==> src/rtl/ffg_pkg.sv <==
// ----------------------------------------------------------------------------
// ffg_pkg
// Shared constants, types and tables for the fog factor table generator.
// ----------------------------------------------------------------------------
`default_nettype none

package ffg_pkg;

  localparam int TABLE_ENTRIES        = 33;
  localparam int FACTOR_FRACTION_BITS = 16;
  localparam int DEPTH_EXP_CAP        = 40;

  // largest depth exponent that can reach the datapath
  localparam int I_MAX = (TABLE_ENTRIES - 1 < DEPTH_EXP_CAP) ? TABLE_ENTRIES - 1
                                                               : DEPTH_EXP_CAP;
  localparam int IW     = $clog2(I_MAX + 1);
  localparam int LIN_W  = ((I_MAX + 17 > 48) ? I_MAX + 17 : 48) + 1;
  localparam int XW     = 24 + I_MAX;
  localparam int FACT_W = FACTOR_FRACTION_BITS + 1;

  localparam logic [FACT_W-1:0] FACTOR_ONE = FACT_W'(1) << FACTOR_FRACTION_BITS;

  localparam logic [30:0] LOG2E_Q30 = 31'd1549082005;
  localparam logic [31:0] LN2_Q32   = 32'd2977044472;

  localparam int TAYLOR_TERMS = 13;
  localparam int K_W          = 4;

  // pipeline: 6 front stages, 3 per series term, then the output register
  localparam int LAST_STAGE = 6 + 3 * TAYLOR_TERMS;
  localparam int QD_LEN     = LAST_STAGE - 4 - FACTOR_FRACTION_BITS;

  typedef enum logic [1:0] {
    MODE_LINEAR = 2'd0,
    MODE_EXP    = 2'd1,
    MODE_EXP2   = 2'd2,
    MODE_NONE   = 2'd3
  } mode_e;

  typedef enum logic [1:0] {
    CFG_MODE    = 2'd0,
    CFG_START   = 2'd1,
    CFG_END     = 2'd2,
    CFG_DENSITY = 2'd3
  } cfg_idx_e;

  // side band that rides along with each beat
  typedef struct packed {
    mode_e mode;
    logic  big;    // exp argument past the cutoff
    logic  fault;  // linear with end == start
    logic  zero;   // linear quotient is zero or negative
    logic  one;    // linear quotient saturates
  } sb_t;

  typedef struct packed {
    logic [47:0]                     r;
    logic [47:0]                     ad;
    logic [FACTOR_FRACTION_BITS-1:0] q;
  } div_t;

  typedef struct packed {
    logic [32:0] term;
    logic [33:0] sum;
    logic [31:0] r;
    logic [7:0]  n;
  } tay_t;

  // floor(2^32 / k) for the series divisors
  function automatic logic [32:0] recip(input logic [K_W-1:0] k);
    logic [32:0] m;
    case (k)
      4'd1:    m = 33'd4294967296;
      4'd2:    m = 33'd2147483648;
      4'd3:    m = 33'd1431655765;
      4'd4:    m = 33'd1073741824;
      4'd5:    m = 33'd858993459;
      4'd6:    m = 33'd715827882;
      4'd7:    m = 33'd613566756;
      4'd8:    m = 33'd536870912;
      4'd9:    m = 33'd477218588;
      4'd10:   m = 33'd429496729;
      4'd11:   m = 33'd390451572;
      4'd12:   m = 33'd357913941;
      4'd13:   m = 33'd330382099;
      default: m = 33'd0;
    endcase
    return m;
  endfunction

endpackage

`default_nettype wire

==> src/rtl/ffg_div_cell.sv <==
// ----------------------------------------------------------------------------
// ffg_div_cell
// One restoring division step: shift, trial subtract, one quotient bit.
// ----------------------------------------------------------------------------
`default_nettype none

module ffg_div_cell (
  input  wire logic         clk_i,
  input  wire logic         en_i,
  input  wire ffg_pkg::div_t in_i,
  output ffg_pkg::div_t     out_o
);
  import ffg_pkg::*;

  div_t        out_d, out_q;
  logic [48:0] r2;
  logic        ge;

  always_comb begin
    r2        = {in_i.r, 1'b0};
    ge        = r2 >= {1'b0, in_i.ad};
    out_d.ad  = in_i.ad;
    out_d.r   = ge ? 48'(r2 - {1'b0, in_i.ad}) : r2[47:0];
    out_d.q   = {in_i.q[FACTOR_FRACTION_BITS-2:0], ge};
  end

  always_ff @(posedge clk_i) begin
    if (en_i) begin
      out_q <= out_d;
    end
  end

  assign out_o = out_q;

endmodule

`default_nettype wire

==> config.mk <==
export PLATFORM = sky130hd
export DESIGN_NAME = ffg_div_cell
export DESIGN_NICKNAME = d
export VERILOG_FILES = /design/src/rtl/ffg_pkg.sv /design/src/rtl/ffg_div_cell.sv
export SDC_FILE = /design/constraint.sdc
export NUM_CORES = 1
export LEC_CHECK = 0
export BUFFER_PORTS_ARGS = -buffer_cell sky130_fd_sc_hd__buf_2
export CAP_MARGIN = 40
export CORE_ASPECT_RATIO = 0.9
export CORE_UTILIZATION = 40
export DETAILED_ROUTE_END_ITERATION = 7
export PLACE_DENSITY_LB_ADDON = 0.12
export SLEW_MARGIN = 10
export SYNTH_ARGS = -nofsm -noshare
export SYNTH_HDL_FRONTEND = slang
export SYNTH_SLANG_ARGS = --single-unit
==> constraint.sdc <==
create_clock -name clk_i -period 3.6 [get_ports clk_i]
set_input_delay 0.72 -clock clk_i [delete_from_list [all_inputs] [get_ports clk_i]]
set_output_delay 0.72 -clock clk_i [all_outputs]
set_load 0.05 [all_outputs]
==> metrics.txt, run 1 <==
status completed; initial core utilization 0.4087; crit path launch type input pin; total count of max-transition violations in the final report 0; residual antenna-violating net count after detailed routing 0; arithmetic-cell share of the synthesized area counting full adders, half adders and majority gates 0.08989; share of flip-flops with an asynchronous set or reset after synthesis 0; area fraction in compound gates after synthesis 0.1774; highest fanout seen on the critical path 3; Top delay family on crit path compound AO/OA/AOI/OAI gates; TritonCTS clock tree built; worst min-delay path category in2reg; CP max stage delay 0.47 ns; proportion of synthesized area in mux cells 0.006705; number of buffers between clock root and the deepest sink 2; Die Footprint 17790 um2; maximum clock frequency 0.3050 GHz; leading cell type in the layout, fill and taps excluded buf_2; critical path data arrival time 3.39 ns; time the worst path needs with I/O delays and setup 3.279 ns; main combinational cell family by area after synthesis compound AO/OA/AOI/OAI gates; worst slew slack as a fraction of its limit 0.5764; Detail Placement HPWL 13680 um; number of gates resized after CTS 0; synthesized net count 857; final count of hold timing violations 0; cell-by-cell trace of the critical path buf_2 > fa_1 > nor2b_1 > o2111ai_1 > a211oi_1 > buf_4 > o31ai_1 > buf_4 > a211o_1 > a21oi_1 > o21bai_1 > a21boi_0 > o31ai_1; TritonCTS buffer count 9; beginning of the worst hold path in_i[10]; net count of the finished layout 1112; area of the mapped netlist 6904 um2; routed vias 5919; number of DRC violations after detailed routing 0; endpoint class of the critical path register; Cell Pwr Density 470.9 nW/um2; Final Wtd Congestion 0.8207; unrepaired setup endpoints after global routing false; detailed-route wire length per cell 14.87 um; global-route usage over all layers 0.1986; Least-Margin Pin Slew 0.6354 ns; routed via count divided by cell count 5.081; number of antenna violations at the first check in global routing 1; instance count of the mapped netlist 694; drt first pass iters 6; mean area per synthesized cell 9.948 um2; CTS clk-pin slew, worst paths 0.07 ns; H-tree lvl count 3; share of the synthesized netlist area taken by xor and xnor gates 0.05074; Setup Buffers After CTS 0; FF+latch count, synth 112; number of stages on the worst setup path 13; share of the synthesized area in the top cell type 0.4871; Final Util 0.5239; core box area 16890 um2; remaining global-route overflow 0; layout cells sized above 1 0.3071; cell type of the slowest stage on the worst timing path fa_1; combined buffer and inverter count along the critical path 3; number of distinct library cells after synthesis 60; I/O Pins 226; aggregate routed wire length 17320 um; leakage component of the power 4.076 nW; number of synthesized flops with an enable pin 112; die width 140.5 um; final antenna diode count 0; total number of yosys warnings 0; number of global-route vias before repair 5533; IR drop worst, VDD 0.3408 mV; post-route clock period utilization 0.9108; critical path start-end classification in2reg; Iteration-0 DRC Markers 361; Final Setup Violations 0; global-route wire length before repair 27680 um; # clock sinks 112; highest-count cells in the layout ignoring fill and taps buf_2 (223), edfxtp_1 (112), nand2_1 (98), o21ai_0 (67), inv_1 (56); leading register cell type out of synthesis edfxtp_1; Worst Path Required 3.71 ns; post-synthesis sequential area ratio 0.4871; startpoint of the worst setup timing path in_i[16]; largest net degree at the start of global routing 113; clock root buffer clkbuf_16; die height 126.6 um; num rows 45; smallest hold slack 0.5357 ns; count of input and output buffers 224; simple-gate share of the synthesized area 0.1374; area growth from synthesis to layout 28.18%; cell accounting for the most synthesized area edfxtp_1; max-capacitance violation count 0; hold-fix buffer count after cts 0; number of flip-flops under the largest register name 112; hold-critical path depth 1; top area cells in the synthesized netlist edfxtp_1 (49%), ha_1 (8.7%), nand2_1 (5.3%), o21ai_0 (4.9%), a21oi_1 (4.0%)
==> metal layers <==
layer	share of wire	track usage	wire, um
met1	0.48	0.2743	8386
met2	0.43	0.3097	7428
met3	0.074	0.04983	1277
met4	0.012	0.05691	212
met5	0.00075	0	13
==> kinds of logic (layout without fill, tap and decap cells) <==
kind of cell	Yosys count	in the layout
simple gates	205	205
fa+ha+maj	49	49
buf+inv	84	344
xor+xnor	40	40
mux	4	4
compound gates	200	200
flops	112	112
==> power breakdown <==
group / switching (mW) / total (mW) / internal [mW]
Combinational: 1.02 / 1.47 / 0.446
Clock: 0.498 / 1.05 / 0.556
Sequential: 0.0299 / 1.65 / 1.62
==> area by class of cell <==
| cell class | count | area, um2 |
|---|---|---|
| Fill cell | 1606 | 8041 |
| Sequential cell | 112 | 3363 |
| Tap cell | 211 | 264.0 |
| Clock inverter | 7 | 83.83 |
| Multi-Input combinational cell | 498 | 3198 |
| Inverter | 57 | 214.0 |
| Timing Repair Buffer | 271 | 1501 |
| Clock buffer | 9 | 225.2 |
==> synth_stat cells (6+ instances only) <==
| master | instances |
|---|---|
| a21o_1 | 30 |
| a21oi_1 | 55 |
| buf_2 | 6 |
| clkbuf_1 | 14 |
| edfxtp_1 | 112 |
| ha_1 | 48 |
| inv_1 | 56 |
| nand2_1 | 98 |
| nand2b_1 | 7 |
| nand3_1 | 7 |
| nand4_1 | 13 |
| nor2_1 | 41 |
| nor2b_1 | 6 |
| nor3_1 | 7 |
| o21ai_0 | 67 |
| o31ai_1 | 6 |
| xnor2_1 | 19 |
| xor2_1 | 21 |
==> final timing paths <==
path                               to  slack (ns)
setup / recovery  out_o[94]$_DFFE_PP_        0.32
hold / removal    out_o[11]$_DFFE_PP_        0.54
==> per-stage QoR <==
stage               setup WS [ns]  cells  area, um2  power [mW]  setup TNS, ns
global route              0.09710   1165       8850       4.383              0
CTS                        0.3278   1165       8850       4.218              0
global placement         -0.02269   1149       8541       3.137       -0.03067
floorplan                  0.3605    694       6904       2.721              0
finish                     0.3210   1165       8850       4.167              0
detailed placement       -0.04068   1149       8541       3.145       -0.09563
Note: power is estimated with default switching activity, not from simulation.
==> run 2: changes to the inputs <==
Settings changed: RECOVER_POWER from default to 25.
Clock period 3.6 ns to 3.2 ns, I/O delays scaled along.
==> run 2 against run 1 <==
- clock power up 7%
- power up 14%
- die area unchanged
- critical path type unchanged
- largest power group unchanged
- highest routed layer unchanged
==> metrics.txt, run 2 (synthesized netlist as in run 1, its figures left out) <==
cell-by-cell trace of the critical path buf_2 > fa_1 > nor2b_1 > o2111ai_1 > buf_4 > nand2_1 > a211oi_1 > buf_4 > o211ai_1 > nand2_1 > o21ai_0 > xnor2_1 > o21ai_0; Detail Placement HPWL 14290 um (+4.4%); startpoint of the worst setup timing path in_i[16]; smallest hold slack 0.4527 ns (-0.08300 ns); layout cells sized above 1 0.3530 (+0.04587); post-route clock period utilization 0.9690; wl on met1 8805 um (+5.0%); routed wire length on met3 1053 um (-18%); number of DRC violations after detailed routing 0 (unchanged); TritonCTS buffer count 9 (unchanged); total count of max-transition violations in the final report 0 (unchanged); routed via count divided by cell count 4.900 (-3.5%); highest-count cells in the layout ignoring fill and taps buf_2 (203), buf_4 (120), edfxtp_1 (112), nand2_1 (98), o21ai_0 (67); global-route wire length before repair 28900 um (+4.4%); leakage component of the power 4.396 nW (+7.8%); I/O Pins 226 (unchanged); count of input and output buffers 224 (unchanged); CP max stage delay 0.46 ns (about the same); status completed; highest fanout seen on the critical path 3 (unchanged); leading cell type in the layout, fill and taps excluded buf_2; Die Footprint 17790 um2 (unchanged); worst slew slack as a fraction of its limit 0.04663 (-0.5298); met2 wire length 7547 um (+1.6%); area growth from synthesis to layout 37.30%; time the worst path needs with I/O delays and setup 3.101 ns; total instance count after detailed placement 1228 (+6.9%); die height 126.6 um (unchanged); IR drop worst, VDD 0.3539 mV (+3.8%); post-layout instance count excluding filler cells 1245 (+6.9%); crit path launch type input pin; Final Wtd Congestion 0.8420 (+2.6%); sum of internal, switching and leakage power 4.764 mW (+14%); CTS clk-pin slew, worst paths 0.08 ns (about the same); core box area 16890 um2 (unchanged); initial core utilization 0.4087 (unchanged); max-capacitance violation count 0 (unchanged); H-tree lvl count 3 (unchanged); hold-fix buffer count after cts 0 (unchanged); remaining global-route overflow 0 (unchanged); global-route usage over all layers 0.2056 (+0.006985); residual antenna-violating net count after detailed routing 0 (unchanged); uppermost routed layer met5; critical path data arrival time 3.21 ns (-0.18 ns); maximum clock frequency 0.3225 GHz; num rows 45 (unchanged); worst min-delay path category in2reg; number of flip-flops under the largest register name 112 (unchanged); final count of hold timing violations 0 (unchanged); routed vias 6101 (+3.1%); die width 140.5 um (unchanged); Cell Pwr Density 502.6 nW/um2 (+6.7%); detailed-route wire length per cell 14.16 um (-4.7%); endpoint of the worst hold path out_o[10]$_DFFE_PP_; Least-Margin Pin Slew 1.430 ns (+0.7947 ns); hold-critical path depth 1 (unchanged); Final Setup Violations 0 (unchanged); Iteration-0 DRC Markers 303 (-16%); number of buffers between clock root and the deepest sink 2 (unchanged); final antenna diode count 0 (unchanged); largest net degree at the start of global routing 60 (-47%); endpoint class of the critical path register; cell type of the slowest stage on the worst timing path fa_1; Worst Path Required 3.31 ns (-0.40 ns); TritonCTS clock tree built; aggregate routed wire length 17630 um (+1.8%); clock root buffer clkbuf_16; critical path start-end classification in2reg; net count of the finished layout 1192 (+7.2%); number of global-route vias before repair 5877 (+6.2%); drt first pass iters 5 (-1); number of antenna violations at the first check in global routing 1 (unchanged); filler instances 1574 (-2.0%); # clock sinks 112 (unchanged); unrepaired setup endpoints after global routing true; beginning of the worst hold path in_i[9]
-- run 2: how the worst max path moves through the flow --
| stage | cells after the start | to |
|---|---|---|
| finish | 13 | out_o[108]$_DFFE_PP_ |
| global route | 13 | out_o[108]$_DFFE_PP_ |
| CTS | 13 | out_o[106]$_DFFE_PP_ |
| detailed placement | 13 | out_o[106]$_DFFE_PP_ |
| global placement | 13 | out_o[106]$_DFFE_PP_ |
| floorplan | 11 | out_o[93]$_DFFE_PP_ |
-- run 2: metrics by stage --
stage | TNS (ns) | setup slack [ns] | instance area [um2] | util
4_1_cts | 0 | 0.03957 | 9429 | 0.5582
2_1_floorplan | 0 | 0.04050 | 6904 | -
6_report | 0 | 0.09922 | 9479 | 0.5612
5_1_grt | -0.0007654 | -0.0007654 | 9479 | 0.5612
3_5_place_dp | -11.78 | -0.3298 | 9134 | 0.5407
3_3_place_gp | -9.675 | -0.2954 | 9134 | 0.5407
-- run 2: metal layers --
metal,vias up,track usage
met5,-,0
met4,2,0.05243
li1,3189,-
met3,15,0.05134
met1,2731,0.2848
met2,164,0.3224
-- run 2: cell type report --
class / count / area (um2) / share of cell area
Inverter: 57 / 214.0 / 0.02257
Sequential cell: 112 / 3363 / 0.3548
Timing Repair Buffer: 351 / 2062 / 0.2175
Multi-Input combinational cell: 498 / 3281 / 0.3461
Clock buffer: 9 / 225.2 / 0.02376
Tap cell: 211 / 264.0 / 0.02785
Clock inverter: 7 / 70.07 / 0.007392
-- run 2: worst max-delay path, delay by kind of cell --
family                     cells  cell delay (ns)
xor gates and xnor gates       1             0.18
buffers and inverters          3             0.45
and+or+nand+nor                3             0.46
adders and majority gates      1             0.46
AOI/OAI and AO/OA              5             1.01
-- run 2: timing repair --
| item | CTS | global route |
|---|---|---|
| endpoints found under the setup margin | 0 | 46 |
| setup buffers | 0 | 1 |
| gates resized for setup | 0 | 19 |
-- run 2: power by group --
part | leakage, nW | total [mW] | internal [mW] | switching, mW
Sequential | 1.09 | 1.85 | 1.82 | 0.0332
Combinational | 3.16 | 1.79 | 0.603 | 1.18
Clock | 0.144 | 1.12 | 0.555 | 0.569
==> run 3: changes to the inputs <==
Settings changed: CORE_MARGIN from default to 4, MAX_ROUTING_LAYER from default to met4.
==> run 3 against run 2 <==
- the flow now finishes with violations (max-capacitance violations, max-slew violations)
- first-iteration DRC count is 10% higher
- global-route usage down 1.1 points
- power shrank 0.56%
- via count up 0.49%
- critical path depth down 1
- die area increased by 9.2%
- clock power barely moved
- final area down 0.81%
- core utilization fell by 0.45 points
- routed wire length grew 5.6%
- setup slack improved by 0.050 ns
- hold slack improved by 0.0052 ns
- critical path type unchanged
- critical endpoint is now out_o[93]$_DFFE_PP_
- largest cell class unchanged
==> metrics.txt, run 3 (synthesized netlist as in run 1, its figures left out) <==
status complete, but fails checks; violations in the final reports max-capacitance violations, max-slew violations; remaining global-route overflow 0 (unchanged); post-route clock period utilization 0.9534 (-0.01554); H-tree lvl count 3 (unchanged); highest-count cells in the layout ignoring fill and taps buf_2 (194), buf_4 (118), edfxtp_1 (112), nand2_1 (98), o21ai_0 (67); die width 146.5 um (+4.3%); aggregate routed wire length 18610 um (+5.6%); TritonCTS clock tree built; detailed-route wire length per cell 14.97 um (+5.7%); global-route wire length before repair 29850 um (+3.3%); hold-critical path depth 1 (unchanged); time the worst path needs with I/O delays and setup 3.051 ns (-0.04974 ns); core box area 16890 um2 (unchanged); total count of max-transition violations in the final report 36 (+36); endpoint of the worst hold path out_o[1]$_DFFE_PP_; die height 132.6 um (+4.7%); CTS clk-pin slew, worst paths 0.08 ns (about the same); Cell Pwr Density 503.9 nW/um2 (+0.24%); smallest hold slack 0.4579 ns (+0.005200 ns); Worst Path Required 3.31 ns (about the same); Final Wtd Congestion 0.9149 (+8.7%); wl on met1 8949 um (+1.6%); highest fanout seen on the critical path 8 (+5); net count of the finished layout 1190 (-0.17%); filler instances 1613 (+2.5%); count of input and output buffers 224 (unchanged); met2 wire length 8217 um (+8.9%); largest net degree at the start of global routing 63 (+5.0%); initial core utilization 0.4087 (unchanged); final antenna diode count 0 (unchanged); max-capacitance violation count 1 (+1); global-route usage over all layers 0.1950 (-0.01067); Final Setup Violations 0 (unchanged); residual antenna-violating net count after detailed routing 0 (unchanged); maximum clock frequency 0.3278 GHz (+1.6%); Die Footprint 19430 um2 (+9.2%); number of DRC violations after detailed routing 0 (unchanged); post-route setup slack 0.1490 ns (+0.04974 ns); Detail Placement HPWL 15250 um (+6.7%); beginning of the worst hold path in_i[0]; leading cell type in the layout, fill and taps excluded buf_2; number of buffers between clock root and the deepest sink 2 (unchanged); endpoint class of the critical path register; worst slew slack as a fraction of its limit -0.3953 (-0.4420); number of flip-flops under the largest register name 112 (unchanged); routed wire length on met3 1232 um (+17%); uppermost routed layer met4; critical path start-end classification in2reg; Least-Margin Pin Slew 2.093 ns (+0.6629 ns); I/O Pins 226 (unchanged); drt first pass iters 5 (unchanged); TritonCTS buffer count 9 (unchanged); layout cells sized above 1 0.3333 (-0.01966); # clock sinks 112 (unchanged); routed vias 6131 (+0.49%); final count of hold timing violations 0 (unchanged); sum of internal, switching and leakage power 4.738 mW (-0.56%); worst min-delay path category in2reg; num rows 45 (unchanged); unrepaired setup endpoints after global routing false; area growth from synthesis to layout 36.19%; number of antenna violations at the first check in global routing 0 (-1); clock root buffer clkbuf_16; hold-fix buffer count after cts 0 (unchanged); number of global-route vias before repair 6041 (+2.8%); placement-stage worst setup slack -0.4233 ns (-0.09347 ns); routed via count divided by cell count 4.932 (+0.65%); critical path data arrival time 3.16 ns (-0.05 ns); crit path launch type input pin; leakage component of the power 4.344 nW (-1.2%); IR drop worst, VDD 0.3922 mV (+11%); Iteration-0 DRC Markers 334 (+10%)
run 3: cell types whose count changed in the layout (fill, tap and decap cells not counted), sizes merged:
cell | before | now
inv | 62 | 61
clkinv | 1 | 2
buf | 326 | 316
clkbuf | 34 | 42
run 3: cell type report:
cell class / instances / area (um2) / share of cell area
clock buffers: 9 / 225.2 / 0.02395
clock inverters: 7 / 58.81 / 0.006254
inverters: 57 / 214.0 / 0.02275
multi-input cells: 498 / 3227 / 0.3432
flip-flops and latches: 112 / 3363 / 0.3577
well taps: 211 / 264.0 / 0.02808
repair buffers: 349 / 2051 / 0.2181
run 3: critical path, cell delays in order:
cell and delay [ns]:
buf_2 0.08, inv_1 0.04, ha_1 0.30, a21o_1 0.21, a21o_1 0.18, a21o_1 0.19
a21o_1 0.17, a21o_1 0.19, a2111oi_2 0.35, a21boi_4 0.32, buf_12 0.16, mux2_2 0.33
run 3: layer usage:
metal | GRT usage | vias to the layer above
li1 | - | 3201
met3 | 0.04897 | 14
met1 | 0.2663 | 2740
met5 | - | -
met2 | 0.2972 | 176
met4 | 0.03971 | 0
run 3: per-stage QoR:
| step | area [um2] | util | setup TNS (ns) | cells |
|---|---|---|---|---|
| 2_1_floorplan | 6904 | - | 0 | 694 |
| 3_3_place_gp | 9119 | 0.5399 | -10.80 | 1226 |
| 3_5_place_dp | 9119 | 0.5399 | -11.82 | 1226 |
| 4_1_cts | 9408 | 0.5570 | 0 | 1242 |
| 5_1_grt | 9403 | 0.5567 | 0 | 1243 |
| 6_report | 9403 | 0.5567 | 0 | 1243 |
run 3: how the worst max path moves through the flow:
stage	start	endpoint	cells past startpoint
6_report	in_i[58]	out_o[93]$_DFFE_PP_	12
5_1_grt	in_i[37]	out_o[104]$_DFFE_PP_	13
4_1_cts	in_i[58]	out_o[111]$_DFFE_PP_	12
3_5_place_dp	in_i[20]	out_o[106]$_DFFE_PP_	13
3_3_place_gp	in_i[20]	out_o[106]$_DFFE_PP_	13
2_1_floorplan	in_i[58]	out_o[93]$_DFFE_PP_	11
run 3: report_power, final:
part,total [mW],switching [mW],internal (mW)
Combinational,1.78,1.18,0.597
Sequential,1.86,0.0348,1.82
Clock,1.10,0.559,0.543
Total,4.74,1.78,2.96
run 3: what timing repair did:
item                                    CTS  global route
setup buffers                             0             1
endpoints found under the setup margin    2            41
resized for setup                         1             7
pin swaps                                 0             0
